`src/design/sha1_pkg.sv`:
```
// ----------------------------------------------------------------------------
// sha1_pkg
// Shared types, constants and round functions of the SHA-1 hasher core.
// ----------------------------------------------------------------------------
package sha1_pkg;

    localparam int WORD_W      = 32;
    localparam int CHAIN_WORDS = 5;
    localparam int BLOCK_WORDS = 16;
    localparam int COUNT_W     = 61;
    localparam int ROUND_W     = 7;
    localparam int OIDX_W      = 3;

    localparam logic [ROUND_W-1:0] LAST_ROUND = 7'd79;
    localparam logic [OIDX_W-1:0]  LAST_OIDX  = 3'd4;
    localparam logic [7:0]         PAD_BYTE   = 8'h80;

    localparam logic [WORD_W-1:0] H_INIT [CHAIN_WORDS] = '{
        32'h67452301, 32'hEFCDAB89, 32'h98BADCFE, 32'h10325476, 32'hC3D2E1F0
    };

    localparam logic [WORD_W-1:0] K_00_19 = 32'h5A827999;
    localparam logic [WORD_W-1:0] K_20_39 = 32'h6ED9EBA1;
    localparam logic [WORD_W-1:0] K_40_59 = 32'h8F1BBCDC;
    localparam logic [WORD_W-1:0] K_60_79 = 32'hCA62C1D6;

    typedef enum logic [2:0] {
        ST_IDLE,
        ST_LOAD,
        ST_ROUND,
        ST_ADD,
        ST_PAD,
        ST_LEN,
        ST_OUT
    } state_t;

    // Which block of the message the compression unit is working on.
    typedef enum logic [1:0] {
        PH_DATA,
        PH_PAD1,
        PH_FINAL
    } phase_t;

    typedef struct packed {
        logic byte_wr;     // store the input byte and count it
        logic pad_wr;      // place the pad byte, clear the tail, maybe the length
        logic len_wr;      // clear the block and write the length only
        logic load_vars;   // copy the chaining value into a..e
        logic round_en;    // run one compression round
        logic chain_add;   // fold a..e into the chaining value
        logic out_adv;     // one digest word transferred
        logic restart;     // last digest word gone, start a new message
    } ctl_cmd_t;

    typedef struct packed {
        logic pos_full;    // next byte fills the block
        logic pad_two;     // padding needs a second block
        logic round_last;  // current round is the last one
        logic out_last;    // current digest word is the last one
    } dp_status_t;

    function automatic logic [WORD_W-1:0] rol(input logic [WORD_W-1:0] x,
                                              input int unsigned s);
        rol = (x << s) | (x >> (WORD_W - s));
    endfunction

    // Insert a byte at lane k, keeping earlier lanes and clearing later ones.
    function automatic logic [WORD_W-1:0] put_byte(input logic [WORD_W-1:0] w,
                                                   input logic [1:0] k,
                                                   input logic [7:0] v);
        logic [WORD_W-1:0] r;
        case (k)
            2'd0:    r = {v, 24'h000000};
            2'd1:    r = {w[31:24], v, 16'h0000};
            2'd2:    r = {w[31:16], v, 8'h00};
            default: r = {w[31:8], v};
        endcase
        return r;
    endfunction

    function automatic logic [WORD_W-1:0] round_f(input logic [ROUND_W-1:0] t,
                                                  input logic [WORD_W-1:0] b,
                                                  input logic [WORD_W-1:0] c,
                                                  input logic [WORD_W-1:0] d);
        logic [WORD_W-1:0] r;
        if (t < 7'd20) begin
            r = (b & c) | (~b & d);
        end else if (t < 7'd40) begin
            r = b ^ c ^ d;
        end else if (t < 7'd60) begin
            r = (b & c) | (b & d) | (c & d);
        end else begin
            r = b ^ c ^ d;
        end
        return r;
    endfunction

    function automatic logic [WORD_W-1:0] round_k(input logic [ROUND_W-1:0] t);
        logic [WORD_W-1:0] r;
        if (t < 7'd20) begin
            r = K_00_19;
        end else if (t < 7'd40) begin
            r = K_20_39;
        end else if (t < 7'd60) begin
            r = K_40_59;
        end else begin
            r = K_60_79;
        end
        return r;
    endfunction

endpackage

```
`src/design/sha1_ctrl.sv`:
```
// ----------------------------------------------------------------------------
// sha1_ctrl
// Sequencer of the SHA-1 core: byte intake, padding, compression, readout.
// ----------------------------------------------------------------------------
module sha1_ctrl import sha1_pkg::*; (
    input  logic       aclk,
    input  logic       aresetn,
    input  logic       s_valid,
    input  logic       s_has_byte,
    input  logic       s_last,
    output logic       s_ready,
    output logic       m_valid,
    input  logic       m_ready,
    input  dp_status_t status,
    output ctl_cmd_t   cmd
);

    state_t state_reg, state_next;
    phase_t phase_reg, phase_next;
    logic   last_pend_reg, last_pend_next;

    always_ff @(posedge aclk) begin
        if (!aresetn) begin
            state_reg     <= ST_IDLE;
            phase_reg     <= PH_DATA;
            last_pend_reg <= 1'b0;
        end else begin
            state_reg     <= state_next;
            phase_reg     <= phase_next;
            last_pend_reg <= last_pend_next;
        end
    end

    always_comb begin
        state_next     = state_reg;
        phase_next     = phase_reg;
        last_pend_next = last_pend_reg;
        cmd            = '0;
        s_ready        = 1'b0;
        m_valid        = 1'b0;
        unique case (state_reg)
            ST_IDLE: begin
                s_ready = 1'b1;
                if (s_valid) begin
                    cmd.byte_wr    = s_has_byte;
                    last_pend_next = s_last;
                    if (s_has_byte && status.pos_full) begin
                        phase_next = PH_DATA;
                        state_next = ST_LOAD;
                    end else if (s_last) begin
                        state_next = ST_PAD;
                    end
                end
            end
            ST_LOAD: begin
                cmd.load_vars = 1'b1;
                state_next    = ST_ROUND;
            end
            ST_ROUND: begin
                cmd.round_en = 1'b1;
                if (status.round_last) begin
                    state_next = ST_ADD;
                end
            end
            ST_ADD: begin
                cmd.chain_add = 1'b1;
                unique case (phase_reg)
                    PH_DATA:  state_next = last_pend_reg ? ST_PAD : ST_IDLE;
                    PH_PAD1:  state_next = ST_LEN;
                    PH_FINAL: state_next = ST_OUT;
                    default:  state_next = ST_IDLE;
                endcase
            end
            ST_PAD: begin
                cmd.pad_wr = 1'b1;
                phase_next = status.pad_two ? PH_PAD1 : PH_FINAL;
                state_next = ST_LOAD;
            end
            ST_LEN: begin
                cmd.len_wr = 1'b1;
                phase_next = PH_FINAL;
                state_next = ST_LOAD;
            end
            ST_OUT: begin
                m_valid = 1'b1;
                if (m_ready) begin
                    cmd.out_adv = 1'b1;
                    if (status.out_last) begin
                        cmd.restart = 1'b1;
                        state_next  = ST_IDLE;
                    end
                end
            end
            default: state_next = ST_IDLE;
        endcase
    end

endmodule

```
`src/design/sha1_dpath.sv`:
```
// ----------------------------------------------------------------------------
// sha1_dpath
// Datapath of the SHA-1 core: block buffer, message schedule, round unit,
// chaining value, byte counter and digest readout.
// ----------------------------------------------------------------------------
module sha1_dpath import sha1_pkg::*; (
    input  logic              aclk,
    input  logic              aresetn,
    input  ctl_cmd_t          cmd,
    input  logic [7:0]        data_byte,
    output dp_status_t        status,
    output logic [WORD_W-1:0] digest_word,
    output logic [OIDX_W-1:0] word_index
);

    logic [WORD_W-1:0]  chain_reg [CHAIN_WORDS];
    logic [WORD_W-1:0]  chain_next [CHAIN_WORDS];
    logic [WORD_W-1:0]  w_reg [BLOCK_WORDS];
    logic [WORD_W-1:0]  w_next [BLOCK_WORDS];
    logic [WORD_W-1:0]  var_reg [CHAIN_WORDS];
    logic [WORD_W-1:0]  var_next [CHAIN_WORDS];
    logic [COUNT_W-1:0] count_reg, count_next;
    logic [ROUND_W-1:0] round_reg, round_next;
    logic [OIDX_W-1:0]  oidx_reg, oidx_next;

    logic [5:0]         pos;
    logic [3:0]         pos_word;
    logic [63:0]        bit_len;
    logic [WORD_W-1:0]  sched_new;
    logic [WORD_W-1:0]  round_tmp;

    assign pos       = count_reg[5:0];
    assign pos_word  = pos[5:2];
    assign bit_len   = {count_reg, 3'b000};
    assign sched_new = rol(w_reg[13] ^ w_reg[8] ^ w_reg[2] ^ w_reg[0], 1);
    assign round_tmp = rol(var_reg[0], 5)
                     + round_f(round_reg, var_reg[1], var_reg[2], var_reg[3])
                     + var_reg[4] + round_k(round_reg) + w_reg[0];

    assign status.pos_full   = (pos == 6'd63);
    assign status.pad_two    = (pos >= 6'd56);
    assign status.round_last = (round_reg == LAST_ROUND);
    assign status.out_last   = (oidx_reg == LAST_OIDX);

    always_comb begin
        w_next = w_reg;
        if (cmd.byte_wr) begin
            w_next[pos_word] = put_byte(w_reg[pos_word], pos[1:0], data_byte);
        end
        if (cmd.pad_wr) begin
            for (int i = 0; i < BLOCK_WORDS; i++) begin
                if (4'(i) > pos_word) begin
                    w_next[i] = '0;
                end
            end
            w_next[pos_word] = put_byte(w_reg[pos_word], pos[1:0], PAD_BYTE);
            if (!status.pad_two) begin
                w_next[14] = bit_len[63:32];
                w_next[15] = bit_len[31:0];
            end
        end
        if (cmd.len_wr) begin
            for (int i = 0; i < BLOCK_WORDS; i++) begin
                w_next[i] = '0;
            end
            w_next[14] = bit_len[63:32];
            w_next[15] = bit_len[31:0];
        end
        if (cmd.round_en) begin
            // The window always holds W[t] .. W[t+15] with W[t] at the head.
            for (int i = 0; i < BLOCK_WORDS - 1; i++) begin
                w_next[i] = w_reg[i+1];
            end
            w_next[BLOCK_WORDS-1] = sched_new;
        end
    end

    always_comb begin
        var_next = var_reg;
        if (cmd.load_vars) begin
            var_next = chain_reg;
        end else if (cmd.round_en) begin
            var_next[0] = round_tmp;
            var_next[1] = var_reg[0];
            var_next[2] = rol(var_reg[1], 30);
            var_next[3] = var_reg[2];
            var_next[4] = var_reg[3];
        end
    end

    always_comb begin
        chain_next = chain_reg;
        count_next = count_reg;
        round_next = round_reg;
        oidx_next  = oidx_reg;
        if (cmd.byte_wr) begin
            count_next = count_reg + 61'd1;
        end
        if (cmd.load_vars) begin
            round_next = '0;
        end else if (cmd.round_en) begin
            round_next = round_reg + 7'd1;
        end
        if (cmd.chain_add) begin
            for (int i = 0; i < CHAIN_WORDS; i++) begin
                chain_next[i] = chain_reg[i] + var_reg[i];
            end
        end
        if (cmd.out_adv) begin
            oidx_next = oidx_reg + 3'd1;
        end
        if (cmd.restart) begin
            chain_next = H_INIT;
            count_next = '0;
            oidx_next  = '0;
        end
    end

    always_ff @(posedge aclk) begin
        if (!aresetn) begin
            chain_reg <= H_INIT;
            count_reg <= '0;
            round_reg <= '0;
            oidx_reg  <= '0;
        end else begin
            chain_reg <= chain_next;
            count_reg <= count_next;
            round_reg <= round_next;
            oidx_reg  <= oidx_next;
        end
    end

    always_ff @(posedge aclk) begin
        w_reg   <= w_next;
        var_reg <= var_next;
    end

    always_comb begin
        unique case (oidx_reg)
            3'd0:    digest_word = chain_reg[0];
            3'd1:    digest_word = chain_reg[1];
            3'd2:    digest_word = chain_reg[2];
            3'd3:    digest_word = chain_reg[3];
            default: digest_word = chain_reg[4];
        endcase
    end

    assign word_index = oidx_reg;

endmodule

```
`src/design/sha1_hasher_core.sv`:
```
// ----------------------------------------------------------------------------
// sha1_hasher_core
// Streaming SHA-1: one message byte per input transfer, five digest words out.
// ----------------------------------------------------------------------------
// A byte that does not complete a block is taken in the idle state; a byte that
// completes a 64-byte block adds the load, 80 rounds and the chain update.
// A last transfer adds a padding step and the final block; when the length
// needs a block of its own, a length step and one more block follow.
// Then come five output transfers.
// Throughput: one byte per cycle, but the input stalls while a full block is hashed.
// Reset (aresetn low, synchronous) loads the initial hash and clears the count.
// ----------------------------------------------------------------------------
module sha1_hasher_core import sha1_pkg::*; (
    input  logic        aclk,
    input  logic        aresetn,
    // Input channel: one optional message byte per transfer.
    input  logic        s_tvalid,
    output logic        s_tready,
    input  logic [7:0]  s_tdata,   // [7:0] data_byte
    input  logic        s_tuser,   // [0] has_byte
    input  logic        s_tlast,   // last: ends the message
    // Result channel: digest words, h0 first.
    output logic        m_tvalid,
    input  logic        m_tready,
    output logic [39:0] m_tdata,   // [31:0] digest_word, [34:32] word_index, rest zero
    output logic        m_tlast    // last_word: set on the fifth word
);

    // The controller only talks to the datapath through these two bundles.
    ctl_cmd_t          cmd;
    dp_status_t        status;
    logic [WORD_W-1:0] digest_word;
    logic [OIDX_W-1:0] word_index;

    sha1_ctrl u_ctrl (
        .aclk       (aclk),
        .aresetn    (aresetn),
        .s_valid    (s_tvalid),
        .s_has_byte (s_tuser),
        .s_last     (s_tlast),
        .s_ready    (s_tready),
        .m_valid    (m_tvalid),
        .m_ready    (m_tready),
        .status     (status),
        .cmd        (cmd)
    );

    sha1_dpath u_dpath (
        .aclk        (aclk),
        .aresetn     (aresetn),
        .cmd         (cmd),
        .data_byte   (s_tdata),
        .status      (status),
        .digest_word (digest_word),
        .word_index  (word_index)
    );

    // The digest words come straight from the chaining registers, which hold
    // still while the words are read out, so the payload is stable under stall.
    assign m_tdata = {5'b00000, word_index, digest_word};
    assign m_tlast = status.out_last;

endmodule

```
`config.mk`:
```
export PLATFORM = sky130hd
export DESIGN_NAME = sha1_hasher_core
export DESIGN_NICKNAME = d
export VERILOG_FILES = /design/src/design/sha1_pkg.sv /design/src/design/sha1_ctrl.sv /design/src/design/sha1_dpath.sv /design/src/design/sha1_hasher_core.sv
export SDC_FILE = /design/constraint.sdc
export NUM_CORES = 2
export LEC_CHECK = 0
export ABC_AREA = 1
export BUFFER_PORTS_ARGS = -buffer_cell sky130_fd_sc_hd__buf_2
export CAP_MARGIN = 20
export CORE_ASPECT_RATIO = 0.5
export CORE_UTILIZATION = 32
export DETAILED_ROUTE_END_ITERATION = 8
export GPL_TIMING_DRIVEN = 1
export PLACE_DENSITY = 0.52
export SLEW_MARGIN = 10
export SYNTH_ARGS = -nofsm -noshare
export SYNTH_HDL_FRONTEND = slang
export SYNTH_HIERARCHICAL = 1
export SYNTH_SLANG_ARGS = --single-unit
export TNS_END_PERCENT = 20
```
`constraint.sdc`:
```
create_clock -name aclk -period 5.3 [get_ports aclk]
set_clock_uncertainty 0.15 [all_clocks]
set_input_delay 1.06 -clock aclk [delete_from_list [all_inputs] [get_ports aclk]]
set_output_delay 1.06 -clock aclk [all_outputs]
set_load 0.03 [all_outputs]
```
== Word level (Yosys, flattened, before mapping) ==
Index checks and enable logic that the tools add are counted.
W data, S select, Z words.

* Add/subtract/negate cells: 12
* $mul: 0
* Div/mod/pow operators: 0
* Magnitude comparators: 22
* Equality and inequality tests: 22
* Shifts and indexed selects: 0
* Multiplexer cells: 82
* Bitwise logic cells: 18
* Reduce and logical (&&, ||, !) cells: 14

{| class="wikitable"
|+ Operators by type and width
! cell !! number
|-
| $mux W512 || 4
|-
| $mux W32 || 42
|-
| $bwmux W512 || 2
|-
| $mux W160 || 2
|-
| $add A32 B32 Y32 || 9
|-
| $pmux W32 S3 || 2
|-
| $xor A32 B32 Y32 || 5
|-
| $and A32 B32 Y32 || 4
|-
| $bmux W32 S4 || 1
|-
| $demux W32 S4 || 1
|-
| $pmux W32 S4 || 1
|-
| $or A32 B32 Y32 || 3
|-
| $mux W64 || 1
|-
| $add A61 B1 Y61 const B || 1
|-
| $gt A4 B4 Y1 const A || 8
|-
| $not A32 Y32 || 1
|-
| $or A32 B1 Y32 || 1
|-
| $or A32 B30 Y32 || 1
|-
| $or A32 B5 Y32 || 1
|-
| $mux W31 || 1
|-
| $mux W3 || 7
|-
| $pmux W3 S6 || 1
|-
| $gt A3 B4 Y1 const A || 4
|-
| $lt A7 B6 Y1 const B || 2
|-
| other kinds (33) || 65
|}

* Register bits after elaboration: 909
* Bits in latches: 0
* Memory bits (writable): 0
* Memory bits (read-only): 0
* Input port bits: 14
* Output and inout bits: 43
* Memories kept: 0

== Depth between registers and ports, before layout ==
* Word-level depth: 15
* Depth in mapped cells: 29
* Mapped depth without buffers: 28

== Hierarchy ==
The synthesis kept the hierarchy.

{| class="wikitable"
|+ By module, submodules not included
! module !! times used !! cells each !! area an instance (um2)
|-
| sha1_dpath || 1 || 9786 || 64058.9
|-
| sha1_ctrl || 1 || 82 || 489.2
|-
| sha1_hasher_core || 1 || 6 || 41.3
|}

== Worst setup path after synthesis ==
OpenSTA, ideal clock, no wires.

* Path type: reg-to-reg
* Start: register u_ctrl.state_reg[0]
* End: register u_dpath/var_reg[0] (netlist bit), enable pin
* Arrival: 4.901 ns
* Data required time: 4.624 ns
* Slack: -0.277 ns
* Cell stages (with the launch flop): 8
* Path buffers: 3
* Cells stage by stage: dfxtp_1 -> inv_1 -> nor3_1 -> clkbuf_1 -> clkinv_1 -> clkbuf_1 -> clkbuf_1 -> nand2_1

{| class="wikitable"
|+ RTL lines
! what !! line !! source
|-
| from (decl) || sha1_ctrl.sv:18 || <nowiki>state_t state_reg, state_next;</nowiki>
|-
| from (signal assigned) || sha1_ctrl.sv:28 || <nowiki>state_reg <= state_next;</nowiki>
|-
| to (signal assigned) || sha1_dpath.sv:135 || <nowiki>var_reg <= var_next;</nowiki>
|-
| to (decl) || sha1_dpath.sv:20 || <nowiki>logic [WORD_W-1:0] var_reg [CHAIN_WORDS];</nowiki>
|}

==> summary.txt <==
Logic synthesis
  • Synthesis Warnings: 6
  • Largest cells by area after synthesis: dfxtp_1 23%, nand2_1 16%, edfxtp_1 7.4%, inv_1 6.8%, o21ai_0 6.2%
  • Cells after synthesis: 9874
  • Synth Flop Type: dfxtp_1
  • Synth top area share: 23.2%
  • Distinct cells, synth: 59
  • Synthesized area: 64600 um^2
  • Async SR Flop Fraction: 0%
  • Register area share after synthesis: 30.7%
  • Post-synth EDFFs: 160
  • Mean Syn Cell Area: 6.54 um^2
  • Most area-hungry cell type in the Yosys netlist: dfxtp_1
  • Synth Register Bits: 909

Clocking
  • TritonCTS Buffers: 102
  • Clk slew on worst S/H paths: 0.07 ns
  • Clk Latency, worst-skew pair: 0.78 ns
  • Sink Count: 909
  • CTS max path bufs: 3
  • CTS tree: done
  • Post-CTS setup buffers: 0
  • CTS H-tree depth: 3
  • Root Buffer: clkbuf_16

Layout
  • Most frequent cells in the layout: 2771 x nand2_1, 1162 x inv_1, 801 x o21ai_0
  • Sequential cell area: 19800 um^2
  • Largest register FFs: 512
  • Number of fillers in the final layout: 21900
  • Commonest non-fill, non-tap cell in the layout: nand2_1
  • Nets: 10100
  • Layout Area Growth over Synthesis: 10.5%
  • Layout cell share with drive strength beyond 1: 6.41%
  • Area of the multi-input gates: 38200 um^2

Setup path
  • Crit path kind: reg -> reg
  • Crit Reg-Reg Startpoint: u_dpath/round_reg[3]$_SDFFE_PP0P_
  • Critical path data required time: 5.62 ns
  • CP Launch Point: u_dpath/round_reg[3]$_SDFFE_PP0P_
  • CP endpoint kind: register
  • Worst reg2reg path depth: 20
  • Startpoint Class: register
  • Reg-to-reg setup timing slack: 0.30 ns
  • Reg-to-reg endpoint: u_dpath/var_reg[150]$_DFFE_PP_
  • Critical Path AT: 5.32 ns
  • Max FO, Critical Path: 16
  • Critical Path Sink: u_dpath/var_reg[150]$_DFFE_PP_

Die
  • I/O Pins: 57
  • Area of the die: 204000 um^2
  • Die W: 637 um
  • Initial Util: 32.2%
  • # rows: 116
  • Die height: 320 um
  • Core area: 200000 um^2

STA
  • Final TNS setup: 0 ns
  • Final Hold Viols: 0
  • Slew Viols, Final: 0
  • Worst slew margin: 17.5%
  • RSZ-0062 raised after global routing: false
  • Minimum clock period: 5.00 ns
  • Count of final setup violators: 0
  • Slew @ Worst Pin: 1.22 ns
  • Setup WS post-layout: 0.303 ns
  • FMAX: 200 MHz
  • Final period utilization: 94.3%

Routing
  • Via count: 69700
  • Vias per cell: 5.57
  • DR WL/cell: 26.7 um
  • # DRC: 0
  • 1st-iter DRT viols: 8580
  • WL final: 335 mm
  • Pre-Repair DR Iteration Count: 6
  • Antenna Nets Post-Route: 0

Power and ir drop
  • Switch share: 53.4%
  • Clock power share: 15.2%
  • Leakage: 30.9 nW
  • Int Pwr: 0.0243 W
  • Sequential power share: 21.8%
  • Peak VDD IR: 0.000655 V
  • P_sw: 0.0279 W
  • Power per cell area: 732 nW/um^2
  • Gate power share: 63.0%

Flow run
  • Max Cap Viol: 0

Global routing
  • Grt total ovfl: 0
  • Largest net degree at the start of global routing: 187
  • Via count of the first global-routing pass: 64000
  • Initial antenna violation count: 17
  • Gr usage total: 31.6%
  • First-pass GRT wire length: 469 mm

Place
  • DP Wirelength: 245 mm
  • Pre-CTS setup slack: 0.398 ns
  • GP Congestion: 0.990
  • Number of port buffers: 51

Run status
  • Status: finished, final reports clean

Worst hold path
  • HP Class: reg -> reg
## critical path, stage by stage (launching register included)
cell	delay (ns)
dfxtp_1	0.39
nand2_1	0.13
inv_1	0.09
nand3_1	0.11
nand3_1	0.12
buf_4	0.12
buf_4	0.31
o22ai_1	0.12
nor2_1	0.42
fa_1	0.49
inv_1	0.08
fa_1	0.43
inv_1	0.08
ha_1	0.29
a21oi_1	0.30
o21ai_0	0.20
a21oi_1	0.27
nand3_1	0.14
or2_2	0.28
nand3_1	0.06
o21ai_0	0.08
## power groups by stage
stage                     Combinational [W]  Sequential [W]  Clock [W]
after floorplan                      0.0210          0.0104          0
after global placement               0.0325          0.0114          0
after detailed placement             0.0321          0.0114          0
after CTS                            0.0323          0.0113    0.00802
after global routing                 0.0363          0.0114    0.00827
final                                0.0329          0.0114    0.00792
## synth_stat cells, drive strengths merged (37+ instances only)
cell,count
fa,125
nand3,703
buf,166
clkbuf,300
o21ai,910
edfxtp,160
ha,208
nor3,66
o211ai,66
o22ai,116
o21bai,118
a221oi,37
xor2,96
a22oi,82
xnor2,52
o21a,38
dfxtp,749
inv,1210
nor2,806
nand4,62
a21oi,790
nand2,2813
## routing by layer
layer	routed length [um]	share of wire, %	global-route usage, %	vias to the layer above
met4	21600	6.5	18.0	6
met3	33600	10	6.53	821
met2	141000	42	47.9	3757
li1	-	-	-	32100
met5	42	0.013	0	-
met1	138000	41	41.8	33000
## worst min path at each step
stage / start / cells after the start / endpoint
floorplan: u_dpath/w_reg[449]$_DFF_P_ / 2 / u_dpath/w_reg[481]$_DFF_P_
global placement: u_dpath/w_reg[388]$_DFF_P_ / 2 / u_dpath/w_reg[420]$_DFF_P_
detailed placement: u_dpath/w_reg[388]$_DFF_P_ / 2 / u_dpath/w_reg[420]$_DFF_P_
CTS: u_dpath/w_reg[388]$_DFF_P_ / 2 / u_dpath/w_reg[420]$_DFF_P_
global route: u_dpath/w_reg[451]$_DFF_P_ / 2 / u_dpath/w_reg[483]$_DFF_P_
finish: u_dpath/w_reg[388]$_DFF_P_ / 2 / u_dpath/w_reg[420]$_DFF_P_
## cell type report
cell class	count	area share (%)
inverter	1218	6.44
timing repair buffer	238	2.60
clock buffer	143	4.02
clock inverter	44	0.974
tap	2655	4.65
antenna	18	0.0631
sequential	909	27.7
multi-input combinational	7285	53.5
## kinds of logic (layout without fill, tap and decap cells)
kind of cell    Yosys count  after routing  synth area share [%]
flops                   909            909                  30.7
buf+inv                1684           1643                  10.4
xor+xnor                148            148                  2.01
compound gates         2255           2255                  19.7
simple gates           4544           4544                  29.4
other cells               1             23               0.00581
fa+ha+maj               333            333                  7.90
## repair_timing
| action | CTS | global route |
|---|---|---|
| hold buffers | 0 | 0 |
| resized for setup | 0 | 3 |
| endpoints found under the setup margin | 0 | 6 |
## through the flow
step	utilization (%)	instances	total power [W]	hold slack, ns	area [um^2]
floorplan	-	9878	0.0314	0.273	64600
global placement	33.8	12300	0.0439	0.284	67800
detailed placement	33.8	12300	0.0436	0.288	67800
CTS	35.6	12500	0.0516	0.298	71300
global route	35.6	12500	0.0560	0.321	71300
finish	35.6	12500	0.0522	0.301	71400
Power figures use the tool's default switching activity.
